<file path="config.mk">
export PLATFORM = sky130hd
export DESIGN_NAME = ordered_multiset_table_core
export DESIGN_NICKNAME = d
export VERILOG_FILES = /design/src/rtl/core/omt_pkg.sv /design/src/rtl/core/omt_ram.sv /design/src/rtl/core/omt_ctrl.sv /design/src/rtl/core/ordered_multiset_table_core.sv
export SDC_FILE = /design/constraint.sdc
export NUM_CORES = 1
export LEC_CHECK = 0
export BUFFER_PORTS_ARGS = -buffer_cell sky130_fd_sc_hd__buf_2
export CAP_MARGIN = 20
export CORE_MARGIN = 1.5
export CORE_UTILIZATION = 40
export CTS_CLUSTER_SIZE = 40
export DETAILED_ROUTE_END_ITERATION = 10
export PLACE_DENSITY_LB_ADDON = 0.1
export SETUP_SLACK_MARGIN = 0.15
export SYNTH_ARGS = -nofsm -noshare
export SYNTH_HDL_FRONTEND = slang
export SYNTH_HIERARCHICAL = 1
export SYNTH_SLANG_ARGS = --single-unit
</file>
<file path="constraint.sdc">
create_clock -name clk_i -period 8.1 [get_ports clk_i]
set_input_delay 2.43 -clock clk_i [delete_from_list [all_inputs] [get_ports clk_i]]
set_output_delay 2.43 -clock clk_i [all_outputs]
set_load 0.005 [all_outputs]
</file>
<file path="src/rtl/core/omt_pkg.sv">
`timescale 1ns / 1ps

package omt_pkg;

  localparam int CAPACITY = 16;
  localparam int IDX_W    = (CAPACITY > 1) ? $clog2(CAPACITY) : 1;
  localparam int CNT_W    = $clog2(CAPACITY + 1);
  localparam int DATA_W   = 32;
  localparam int FUNC_W   = 2;
  localparam int POS_W    = 5;
  localparam int CNTO_W   = 5;
  localparam int STAT_W   = 2;
  localparam int OUT_W    = 16;

  localparam logic [IDX_W:0]   CapSum = (IDX_W + 1)'(CAPACITY);
  localparam logic [CNT_W-1:0] CapCnt = CNT_W'(CAPACITY);
  localparam logic [IDX_W-1:0] IdxLast = IDX_W'(CAPACITY - 1);

  typedef enum logic [FUNC_W-1:0] {
    FUNC_ADD    = 2'd0,
    FUNC_REMOVE = 2'd1,
    FUNC_SEARCH = 2'd2
  } func_e;

  typedef enum logic [STAT_W-1:0] {
    STAT_OK     = 2'd0,
    STAT_FULL   = 2'd1,
    STAT_ABSENT = 2'd2
  } status_e;

  typedef enum logic [1:0] {
    ST_IDLE,
    ST_SCAN,
    ST_SHIFT,
    ST_DONE
  } state_e;

  typedef struct packed {
    logic              found;
    logic [POS_W-1:0]  position;
    logic [CNTO_W-1:0] entry_count;
    logic              is_empty;
    status_e           status;
  } omt_res_t;

  // physical slot of a logical offset from the front
  function automatic logic [IDX_W-1:0] phys_idx(input logic [IDX_W-1:0] base,
                                                input logic [IDX_W-1:0] off);
    logic [IDX_W:0] s;
    s = {1'b0, base} + {1'b0, off};
    if (s >= CapSum) begin
      s = s - CapSum;
    end
    return s[IDX_W-1:0];
  endfunction

  function automatic logic [IDX_W-1:0] dec_idx(input logic [IDX_W-1:0] base);
    logic [IDX_W-1:0] r;
    if (base == '0) begin
      r = IdxLast;
    end else begin
      r = base - IDX_W'(1);
    end
    return r;
  endfunction

endpackage

</file>
<file path="src/rtl/core/omt_ram.sv">
`timescale 1ns / 1ps

module omt_ram #(
  parameter int DEPTH = 16,
  parameter int WIDTH = 32,
  parameter int AW    = (DEPTH > 1) ? $clog2(DEPTH) : 1
) (
  input  logic             clk_i,
  input  logic             we_i,
  input  logic [AW-1:0]    waddr_i,
  input  logic [WIDTH-1:0] wdata_i,
  input  logic             re_i,
  input  logic [AW-1:0]    raddr_i,
  output logic [WIDTH-1:0] rdata_o
);

  logic [WIDTH-1:0] mem [DEPTH];
  logic [WIDTH-1:0] rdata_q;

  always_ff @(posedge clk_i) begin
    if (we_i) begin
      mem[waddr_i] <= wdata_i;
    end
  end

  always_ff @(posedge clk_i) begin
    if (re_i) begin
      rdata_q <= mem[raddr_i];
    end
  end

  assign rdata_o = rdata_q;

endmodule

</file>
<file path="src/rtl/core/omt_ctrl.sv">
`timescale 1ns / 1ps

module omt_ctrl import omt_pkg::*; (
  input  logic              clk_i,
  input  logic              rst_ni,
  input  logic              in_valid_i,
  output logic              in_ready_o,
  input  func_e             in_func_i,
  input  logic [DATA_W-1:0] in_value_i,
  output logic              res_valid_o,
  input  logic              res_ready_i,
  output omt_res_t          res_o,
  output logic              ram_we_o,
  output logic [IDX_W-1:0]  ram_waddr_o,
  output logic [DATA_W-1:0] ram_wdata_o,
  output logic              ram_re_o,
  output logic [IDX_W-1:0]  ram_raddr_o,
  input  logic [DATA_W-1:0] ram_rdata_i
);

  state_e            state_q, state_d;
  logic [IDX_W-1:0]  head_q, head_d;
  logic [CNT_W-1:0]  count_q, count_d;
  logic [IDX_W-1:0]  idx_q, idx_d;
  func_e             func_q, func_d;
  logic [DATA_W-1:0] value_q, value_d;
  omt_res_t          res_q, res_d;

  logic             match;
  logic             scan_last;
  logic [CNT_W-1:0] count_dec;

  assign match     = (ram_rdata_i == value_q);
  assign scan_last = ((CNT_W'(idx_q) + CNT_W'(1)) == count_q);
  assign count_dec = count_q - CNT_W'(1);

  // next state
  always_comb begin
    state_d = state_q;
    unique case (state_q)
      ST_IDLE: begin
        if (in_valid_i) begin
          unique case (in_func_i)
            FUNC_REMOVE, FUNC_SEARCH: state_d = (count_q == '0) ? ST_DONE : ST_SCAN;
            default:                  state_d = ST_DONE;
          endcase
        end
      end
      ST_SCAN: begin
        if (match) begin
          state_d = (func_q == FUNC_REMOVE && idx_q != '0) ? ST_SHIFT : ST_DONE;
        end else if (scan_last) begin
          state_d = ST_DONE;
        end
      end
      ST_SHIFT: begin
        if (idx_q == IDX_W'(1)) begin
          state_d = ST_DONE;
        end
      end
      ST_DONE: begin
        if (res_ready_i) begin
          state_d = ST_IDLE;
        end
      end
      default: state_d = ST_IDLE;
    endcase
  end

  // datapath and memory control
  always_comb begin
    head_d      = head_q;
    count_d     = count_q;
    idx_d       = idx_q;
    func_d      = func_q;
    value_d     = value_q;
    res_d       = res_q;
    ram_we_o    = 1'b0;
    ram_waddr_o = head_q;
    ram_wdata_o = value_q;
    ram_re_o    = 1'b0;
    ram_raddr_o = head_q;

    unique case (state_q)
      ST_IDLE: begin
        if (in_valid_i) begin
          func_d            = in_func_i;
          value_d           = in_value_i;
          idx_d             = '0;
          res_d.found       = 1'b0;
          res_d.position    = '0;
          res_d.entry_count = CNTO_W'(count_q);
          res_d.is_empty    = (count_q == '0);
          res_d.status      = STAT_OK;
          unique case (in_func_i)
            FUNC_ADD: begin
              if (count_q == CapCnt) begin
                res_d.status = STAT_FULL;
              end else begin
                ram_we_o          = 1'b1;
                ram_waddr_o       = dec_idx(head_q);
                ram_wdata_o       = in_value_i;
                head_d            = dec_idx(head_q);
                count_d           = count_q + CNT_W'(1);
                res_d.entry_count = CNTO_W'(count_q + CNT_W'(1));
                res_d.is_empty    = 1'b0;
              end
            end
            FUNC_REMOVE: begin
              if (count_q == '0) begin
                res_d.status = STAT_ABSENT;
              end else begin
                ram_re_o    = 1'b1;
                ram_raddr_o = head_q;
              end
            end
            FUNC_SEARCH: begin
              if (count_q != '0) begin
                ram_re_o    = 1'b1;
                ram_raddr_o = head_q;
              end
            end
            default: begin
            end
          endcase
        end
      end
      ST_SCAN: begin
        if (match) begin
          res_d.found    = 1'b1;
          res_d.position = POS_W'(CNT_W'(idx_q) + CNT_W'(1));
          if (func_q == FUNC_REMOVE) begin
            if (idx_q == '0) begin
              // front entry: just advance the head
              head_d            = phys_idx(head_q, IDX_W'(1));
              count_d           = count_dec;
              res_d.entry_count = CNTO_W'(count_dec);
              res_d.is_empty    = (count_dec == '0);
            end else begin
              // idx_q now marks the slot to fill from the one in front
              ram_re_o    = 1'b1;
              ram_raddr_o = phys_idx(head_q, idx_q - IDX_W'(1));
            end
          end
        end else if (scan_last) begin
          if (func_q == FUNC_REMOVE) begin
            res_d.status = STAT_ABSENT;
          end
        end else begin
          ram_re_o    = 1'b1;
          ram_raddr_o = phys_idx(head_q, idx_q + IDX_W'(1));
          idx_d       = idx_q + IDX_W'(1);
        end
      end
      ST_SHIFT: begin
        // move the entry in front back by one slot, toward the hole
        ram_we_o    = 1'b1;
        ram_waddr_o = phys_idx(head_q, idx_q);
        ram_wdata_o = ram_rdata_i;
        if (idx_q == IDX_W'(1)) begin
          head_d            = phys_idx(head_q, IDX_W'(1));
          count_d           = count_dec;
          res_d.entry_count = CNTO_W'(count_dec);
          res_d.is_empty    = (count_dec == '0);
        end else begin
          ram_re_o    = 1'b1;
          ram_raddr_o = phys_idx(head_q, idx_q - IDX_W'(2));
          idx_d       = idx_q - IDX_W'(1);
        end
      end
      ST_DONE: begin
      end
      default: begin
      end
    endcase
  end

  assign in_ready_o  = (state_q == ST_IDLE);
  assign res_valid_o = (state_q == ST_DONE);
  assign res_o       = res_q;

  always_ff @(posedge clk_i or negedge rst_ni) begin
    if (!rst_ni) begin
      state_q <= ST_IDLE;
      head_q  <= '0;
      count_q <= '0;
    end else begin
      state_q <= state_d;
      head_q  <= head_d;
      count_q <= count_d;
    end
  end

  always_ff @(posedge clk_i) begin
    idx_q   <= idx_d;
    func_q  <= func_d;
    value_q <= value_d;
    res_q   <= res_d;
  end

endmodule

</file>
<file path="src/rtl/core/ordered_multiset_table_core.sv">
`timescale 1ns / 1ps
// channel | direction | handshake                     | contents
// s_axis  | in        | s_axis_tvalid_i/s_axis_tready_o | tdata: value, tuser: func
// m_axis  | out       | m_axis_tvalid_o/m_axis_tready_i | tdata: found .. status
//
// one word at a time: add, refused add and unused func go straight to the
// result; search scans from the front up to the match (through the whole count
// on a miss), and remove then closes the gap, one entry per cycle
// the entries live in a single ring memory with a registered read; the head
// pointer moves on add, so no shift is needed there
// reset empties the table at once (count and head clear, no memory sweep)
// a result sits in the output register; the next word is taken only once
// the previous result has moved into that register, so a stalled receiver
// holds the input off as well
module ordered_multiset_table_core import omt_pkg::*; (
  input  logic              clk_i,
  input  logic              rst_ni,
  input  logic              s_axis_tvalid_i,
  output logic              s_axis_tready_o,
  input  logic [DATA_W-1:0] s_axis_tdata_i,  // [31:0] value
  input  logic [FUNC_W-1:0] s_axis_tuser_i,  // [1:0] func
  output logic              m_axis_tvalid_o,
  input  logic              m_axis_tready_i,
  output logic [OUT_W-1:0]  m_axis_tdata_o   // [0] found, [5:1] position,
                                             // [10:6] entry_count, [11] is_empty,
                                             // [13:12] status, [15:14] zero
);

  logic              res_valid;
  logic              res_ready;
  omt_res_t          res;
  logic              ram_we;
  logic [IDX_W-1:0]  ram_waddr;
  logic [DATA_W-1:0] ram_wdata;
  logic              ram_re;
  logic [IDX_W-1:0]  ram_raddr;
  logic [DATA_W-1:0] ram_rdata;

  logic              out_valid_q, out_valid_d;
  logic [OUT_W-1:0]  out_data_q, out_data_d;

  omt_ctrl u_ctrl (
    .clk_i       (clk_i),
    .rst_ni      (rst_ni),
    .in_valid_i  (s_axis_tvalid_i),
    .in_ready_o  (s_axis_tready_o),
    .in_func_i   (func_e'(s_axis_tuser_i)),
    .in_value_i  (s_axis_tdata_i),
    .res_valid_o (res_valid),
    .res_ready_i (res_ready),
    .res_o       (res),
    .ram_we_o    (ram_we),
    .ram_waddr_o (ram_waddr),
    .ram_wdata_o (ram_wdata),
    .ram_re_o    (ram_re),
    .ram_raddr_o (ram_raddr),
    .ram_rdata_i (ram_rdata)
  );

  omt_ram #(
    .DEPTH (CAPACITY),
    .WIDTH (DATA_W),
    .AW    (IDX_W)
  ) u_ram (
    .clk_i   (clk_i),
    .we_i    (ram_we),
    .waddr_i (ram_waddr),
    .wdata_i (ram_wdata),
    .re_i    (ram_re),
    .raddr_i (ram_raddr),
    .rdata_o (ram_rdata)
  );

  assign res_ready = !out_valid_q || m_axis_tready_i;

  always_comb begin
    out_valid_d = out_valid_q;
    out_data_d  = out_data_q;
    if (m_axis_tready_i) begin
      out_valid_d = 1'b0;
    end
    if (res_valid && res_ready) begin
      out_valid_d = 1'b1;
      out_data_d  = OUT_W'({res.status, res.is_empty, res.entry_count,
                            res.position, res.found});
    end
  end

  always_ff @(posedge clk_i or negedge rst_ni) begin
    if (!rst_ni) begin
      out_valid_q <= 1'b0;
    end else begin
      out_valid_q <= out_valid_d;
    end
  end

  always_ff @(posedge clk_i) begin
    out_data_q <= out_data_d;
  end

  assign m_axis_tvalid_o = out_valid_q;
  assign m_axis_tdata_o  = out_data_q;

endmodule

</file>
# After elaboration in Yosys (flattened, before gate mapping)
# Memories as Yosys holds them, arrays and structs flattened. A register that Yosys moved wholly into a read port is not among the register bits.
# Cells that the tools add are included.
[word_totals] regBits=78 memories=1 ram_bits=512 in_bits=38 out_inout_bits=18 word_cells=164
[classes] reduce_logical=24 eq_ne=23 add_sub_neg=17 magnitude_cmp=5 muxes=81
[memory_table] name="u_ram.mem" words=16 word_bits=32 read_ports=1 rd_clocked_by_memory_dff=1 write_ports=1 line="omt_ram.sv:17" text="logic [WIDTH-1:0] mem [DEPTH];"
[op_table] op="2-to-1 mux 32 bit" n=3
[op_table] op="2-to-1 mux 4 bit" n=22
[op_table] op="one-hot mux 32 bit (2 select lines)" n=1
[op_table] op="2-to-1 mux 5 bit" n=7
[op_table] op="equality test 32 bit" n=1
[op_table] op="2-to-1 mux 6 bit" n=5
[op_table] op="subtractor 4 x 1 -> 4 bit, second input constant" n=7
[op_table] op="greater-or-equal comparator 5 bit, second input constant" n=5
[op_table] op="one-hot mux 4 bit (3 select lines)" n=2
[op_table] op="2-to-1 mux 2 bit" n=11
[op_table] op="adder 4 x 4 -> 5 bit" n=4
[op_table] op="one-hot mux 6 bit (3 select lines)" n=1
[op_table] op="2-to-1 mux 1 bit" n=17
[op_table] op="one-hot mux 4 bit (2 select lines)" n=2
[op_table] op="one-hot mux 5 bit (3 select lines)" n=1
[op_table] op="AND reduction 5 bit" n=3
[op_table] op="2-to-1 mux 14 bit" n=1
[op_table] op="!= test 2 x 1 -> 1 bit, second input constant" n=7
[op_table] op="2-to-1 mux 12 bit" n=1
[op_table] op="one-hot mux 6 bit (2 select lines)" n=1
[op_table] op="adder 4 x 1 -> 5 bit, second input constant" n=2
[op_table] op="zero test 5 bit" n=2
[op_table] op="!= test 2 bit, second input constant" n=5
[op_table] op="zero test 4 bit" n=2
[op_table] op="28 further kinds" n=37

# Longest topological paths before layout
[depth] word_depth=8 ltp_mapped=16 mapped_depth_nobuf=14

# Cells and area by module
# The synthesis kept the hierarchy.
[modules_own_cells] mod="omt_ram" n_inst=1 cells_each=838 seq_area_each_um2=16335.7 area_each_um2=20174.3
[modules_own_cells] mod="omt_ctrl" n_inst=1 cells_each=530 seq_area_each_um2=1836.8 area_each_um2=5009.8
[modules_own_cells] mod="ordered_multiset_table_core" n_inst=1 cells_each=21 seq_area_each_um2=445.4 area_each_um2=493.0

# Worst setup path after synthesis
# No wires, ideal clock.
[synth_timing] path_kind="in2reg" startpoint="in s_axis_tuser_i[0]" endpoint="mem u_ram.mem[0][0], enable pin" setup_time_ps=461 required_time_ps=7639 arrival_ps=6582 setup_slack_ps=1057 stages=10 path_buffers=2 path_cell_list="inv_1 ha_1 clkbuf_1 and3_1 clkbuf_1 nand2_1 xnor2_1 a221o_1 or3b_2 nor3_1"
[synth_via] word_cells_on_any_way=9 cone_classes="mux: 8; reduce/logical: 1"
[synth_rtl] element="start: declaration" line="ordered_multiset_table_core.sv:21" text="input logic [FUNC_W-1:0] s_axis_tuser_i,"
[synth_rtl] element="zero test 2 bit" line="omt_ctrl.sv:95" text="unique case (in_func_i)"
[synth_rtl] element="2-to-1 mux 4 bit (2 in series)"
[synth_rtl] element="one-hot mux 4 bit (2 select lines)" line="omt_ctrl.sv:84" text="unique case (state_q)"
[synth_rtl] element="via ram_waddr[2]" line="ordered_multiset_table_core.sv:33" text="logic [IDX_W-1:0] ram_waddr;"
[synth_rtl] element="end: declaration" line="omt_ram.sv:17"
# The timed path passes the listed nets, and every way through them passes these cells.

# Worst setup path after layout
[layout_timing] startpoint="in s_axis_tuser_i[0]" endpoint="mem u_ram.mem[0][27], enable pin"
# The elaborated chain is that of the path after synthesis.

==> results.yml <==
run_status:
  outcome: "completed"
sta:
  fin_setup_tns_ns: 0
  achievable-frequency_mhz: 172
  setup_repair_after_global_routing_missed_its_margin: "false"
  relSlewSlack_pct: 21.6
  tightest_slew_ns: 1.18
  period_minus_slack_ns: 5.81
  hold_viol: 0
  fin_skew_ns: 0.0258
  fin_crit_sh_pct: 71.8
  setup-violations-final: 0
  final-max-slew-violation-count: 0
floorplan:
  core.rowCount: 92
  initial_util_pct: 40.6
  die_width_um: 256
  die_height_um: 256
  design.core.area_mm2: 0.0633
  top_level_ports: 56
  die_area_mm2: 0.0657
route:
  drt_pass1_iterations: 5
  route.antenna.remaining_nets: 0
  post_drt_via_cell_ratio: 5.66
  num_vias: 13343
  route.final.wire_length_um: 64300
  detail_route.drc_violations: 0
  drt_iter0_markers: 1370
  wire_per_inst_um: 27.3
global_routing:
  via_count_of_the_first_global_routing_pass: 13247
  maximum_number_of_pins_on_one_net_before_global_route_repair: 129
  grt-ovfl-total: 0
  grt_pass1_wl_um: 93600
  grt_use_total_pct: 19.7
  initial_antenna_violation_count: 0
worst_setup_path:
  endpoint_kind: "flip-flop"
  rrSetupSlack_ns: 3.11
  worst-setup-path-type: "input pin to flip-flop"
  critical_path.endpoint: "u_ram/mem[0][27]$_DFFE_PP_"
  reg2regPathDepth: 14
  critical_path.startpoint: "s_axis_tuser_i[0]"
  crit_fanout: 36
  startpoint_type: "input pin"
  crit_chain: "buf_2 > inv_1 > ha_1 > and3_2 > buf_4 > nand2_1 > xnor2_1 > a221o_1 > or3b_2 > nor3_2 > buf_12"
  rr_startpoint: "u_ctrl/idx_q[1]$_DFFE_PP_"
  reg2reg_to: "u_ram/rdata_o[11]$_DFFE_PP_"
  worst-endpoint-required_ns: 8.39
  slowest_stage: "sky130_fd_sc_hd__nor3_2"
  cp_max_stage_delay_ns: 0.83
  worst_ep_arrival_time_ns: 6.10
clock_network:
  cts_hold_repair_buffers: 0
  num_cts_buffers: 68
  cts.clk_slew.worst_paths_ns: 0.06
  cts.root.buffer_cell: "sky130_fd_sc_hd__clkbuf_16"
  cts_max_level: 3
  clock_sinks: 622
  cts.path.max_buffers: 3
  worstSkewPairLatency_ns: 0.60
  post_cts_resize_count: 0
  cts_setup_buffers: 0
  cts_tree: "built"
finish:
  layout_commonest_cell: "sky130_fd_sc_hd__edfxtp_1"
  synthToLayoutAreaGrowth_pct: 13.8
  layout_common_cells: "sky130_fd_sc_hd__edfxtp_1, sky130_fd_sc_hd__mux4_2, sky130_fd_sc_hd__nand2_1"
  fillerInstances: 5403
  drive_above_1_share_pct: 22.5
  nNetsFinal: 1533
logic_synthesis:
  avgSynthCellArea_um2: 18.5
  synth_cell_type_count: 65
  synth_top_flop_cell: "sky130_fd_sc_hd__edfxtp_1"
  cells_after_synth: 1389
  synth.ff_latch_count: 622
  ys_warn_count: 6
  synth_seq_area_share_pct: 72.5
  postSynth.asyncResetShare_pct: 1.93
  synth_cell_area_mm2: 0.0257
  synth-edff-count: 610
placement:
  detailed_place_hpwl_um: 39700
  finalWeightedCongestion: 0.759
  port_buffers: 53
worst_hold_path:
  hold_class: "flip-flop to flip-flop"
run:
  max_cap_viols: 0
==> final cells by class <==
cell class	count	area, um2	area share [%]
Antenna cell	3	7.51	0.0257
Clock buffer	91	1870	6.41
Clock inverter	27	230	0.788
Inverter	21	78.8	0.270
Multi-Input combinational cell	666	6790	23.2
Sequential cell	622	18600	63.7
Tap cell	846	1060	3.62
Timing Repair Buffer	82	578	1.98
==> per-stage QoR <==
step | setup WS [ns] | util, % | hold WS (ns) | cell area (um2) | cells
final | 2.29 | 46.2 | 0.417 | 29200 | 2358
after global routing | 2.07 | 46.2 | 0.425 | 29200 | 2355
after CTS | 2.31 | 46.2 | 0.418 | 29200 | 2355
after detailed placement | 1.68 | 42.8 | 0.406 | 27100 | 2237
after global placement | 1.72 | 42.7 | 0.401 | 27100 | 2234
after floorplan | 1.06 | - | 0.400 | 25700 | 1390
==> Yosys cell counts (8+ instances only) <==
| cell | instances | area share [%] |
|---|---|---|
| sky130_fd_sc_hd__a21boi_0 | 27 | 0.79 |
| sky130_fd_sc_hd__a21oi_1 | 22 | 0.43 |
| sky130_fd_sc_hd__a221o_1 | 39 | 1.5 |
| sky130_fd_sc_hd__a22oi_1 | 67 | 2.0 |
| sky130_fd_sc_hd__buf_1 | 10 | 0.15 |
| sky130_fd_sc_hd__buf_4 | 15 | 0.44 |
| sky130_fd_sc_hd__clkbuf_1 | 46 | 0.67 |
| sky130_fd_sc_hd__dfrtp_1 | 12 | 1.2 |
| sky130_fd_sc_hd__edfxtp_1 | 610 | 71 |
| sky130_fd_sc_hd__ha_1 | 30 | 1.5 |
| sky130_fd_sc_hd__inv_1 | 21 | 0.31 |
| sky130_fd_sc_hd__mux4_2 | 128 | 11 |
| sky130_fd_sc_hd__nand2_1 | 122 | 1.8 |
| sky130_fd_sc_hd__nand3_1 | 11 | 0.21 |
| sky130_fd_sc_hd__nand4_1 | 10 | 0.24 |
| sky130_fd_sc_hd__nor2_1 | 36 | 0.53 |
| sky130_fd_sc_hd__nor2b_1 | 8 | 0.19 |
| sky130_fd_sc_hd__nor3_1 | 12 | 0.23 |
| sky130_fd_sc_hd__xnor2_1 | 46 | 1.6 |
| sky130_fd_sc_hd__xor2_1 | 13 | 0.44 |
==> per-layer routing <==
layer / wire, um / track usage [%]
met5: 0 / 0
met4: 1210 / 4.77
met3: 3990 / 4.09
met2: 28600 / 28.7
met1: 30500 / 30.2
==> cells by family (layout without fill, tap and decap cells) <==
logic type,after synthesis,in the layout,synth area share [%]
AO/OA/AOI/OAI,202,202,6.10
multiplexers,132,132,11.4
AND/OR/NAND/NOR,236,236,4.27
buffers and inverters,102,221,1.83
flip-flops,622,622,72.5
XOR/XNOR,60,60,2.10
other,1,5,0.0146
adder cells (fa/ha/maj),34,34,1.77
==> worst min path at each step <==
| stage | startpoint | endpoint | slack [ns] | cells past startpoint |
|---|---|---|---|---|
| 5_1_grt | u_ctrl/res_o[10]$_SDFFCE_PN0P_ | m_axis_tdata_o[3]$_DFFE_PP_ | 0.42 | 0 |
| 2_1_floorplan | u_ctrl/res_o[13]$_SDFFCE_PN0P_ | m_axis_tdata_o[0]$_DFFE_PP_ | 0.40 | 0 |
| 3_5_place_dp | u_ctrl/res_o[9]$_SDFFCE_PN0P_ | m_axis_tdata_o[2]$_DFFE_PP_ | 0.41 | 0 |
| 4_1_cts | u_ctrl/res_o[4]$_DFFE_PP_ | m_axis_tdata_o[7]$_DFFE_PP_ | 0.42 | 0 |
| 3_3_place_gp | u_ctrl/res_o[4]$_DFFE_PP_ | m_axis_tdata_o[7]$_DFFE_PP_ | 0.40 | 0 |
| 6_report | u_ctrl/res_o[4]$_DFFE_PP_ | m_axis_tdata_o[7]$_DFFE_PP_ | 0.42 | 0 |
==> flip-flops by register name, indices dropped and copies added, names as in the netlist, 4 cells and up <==
register,count
u_ram/rdata_o,32
u_ctrl/count_q,5
m_axis_tdata_o,14
u_ram/mem,512
u_ctrl/res_o,14
u_ctrl/head_q,4
u_ctrl/idx_q,4
u_ctrl/value_q,32
==> worst max-delay path: cells and delay by family <==
family | cells | cell delay [ns]
AOI/OAI and AO/OA | 1 | 0.36
and+or+nand+nor | 4 | 1.84
xor gates and xnor gates | 1 | 0.15
buffers and inverters | 4 | 0.86
adders and majority gates | 1 | 0.40
Power is not shown: default switching activity piles up to over one toggle a cycle in this logic, so the estimate is an artifact.
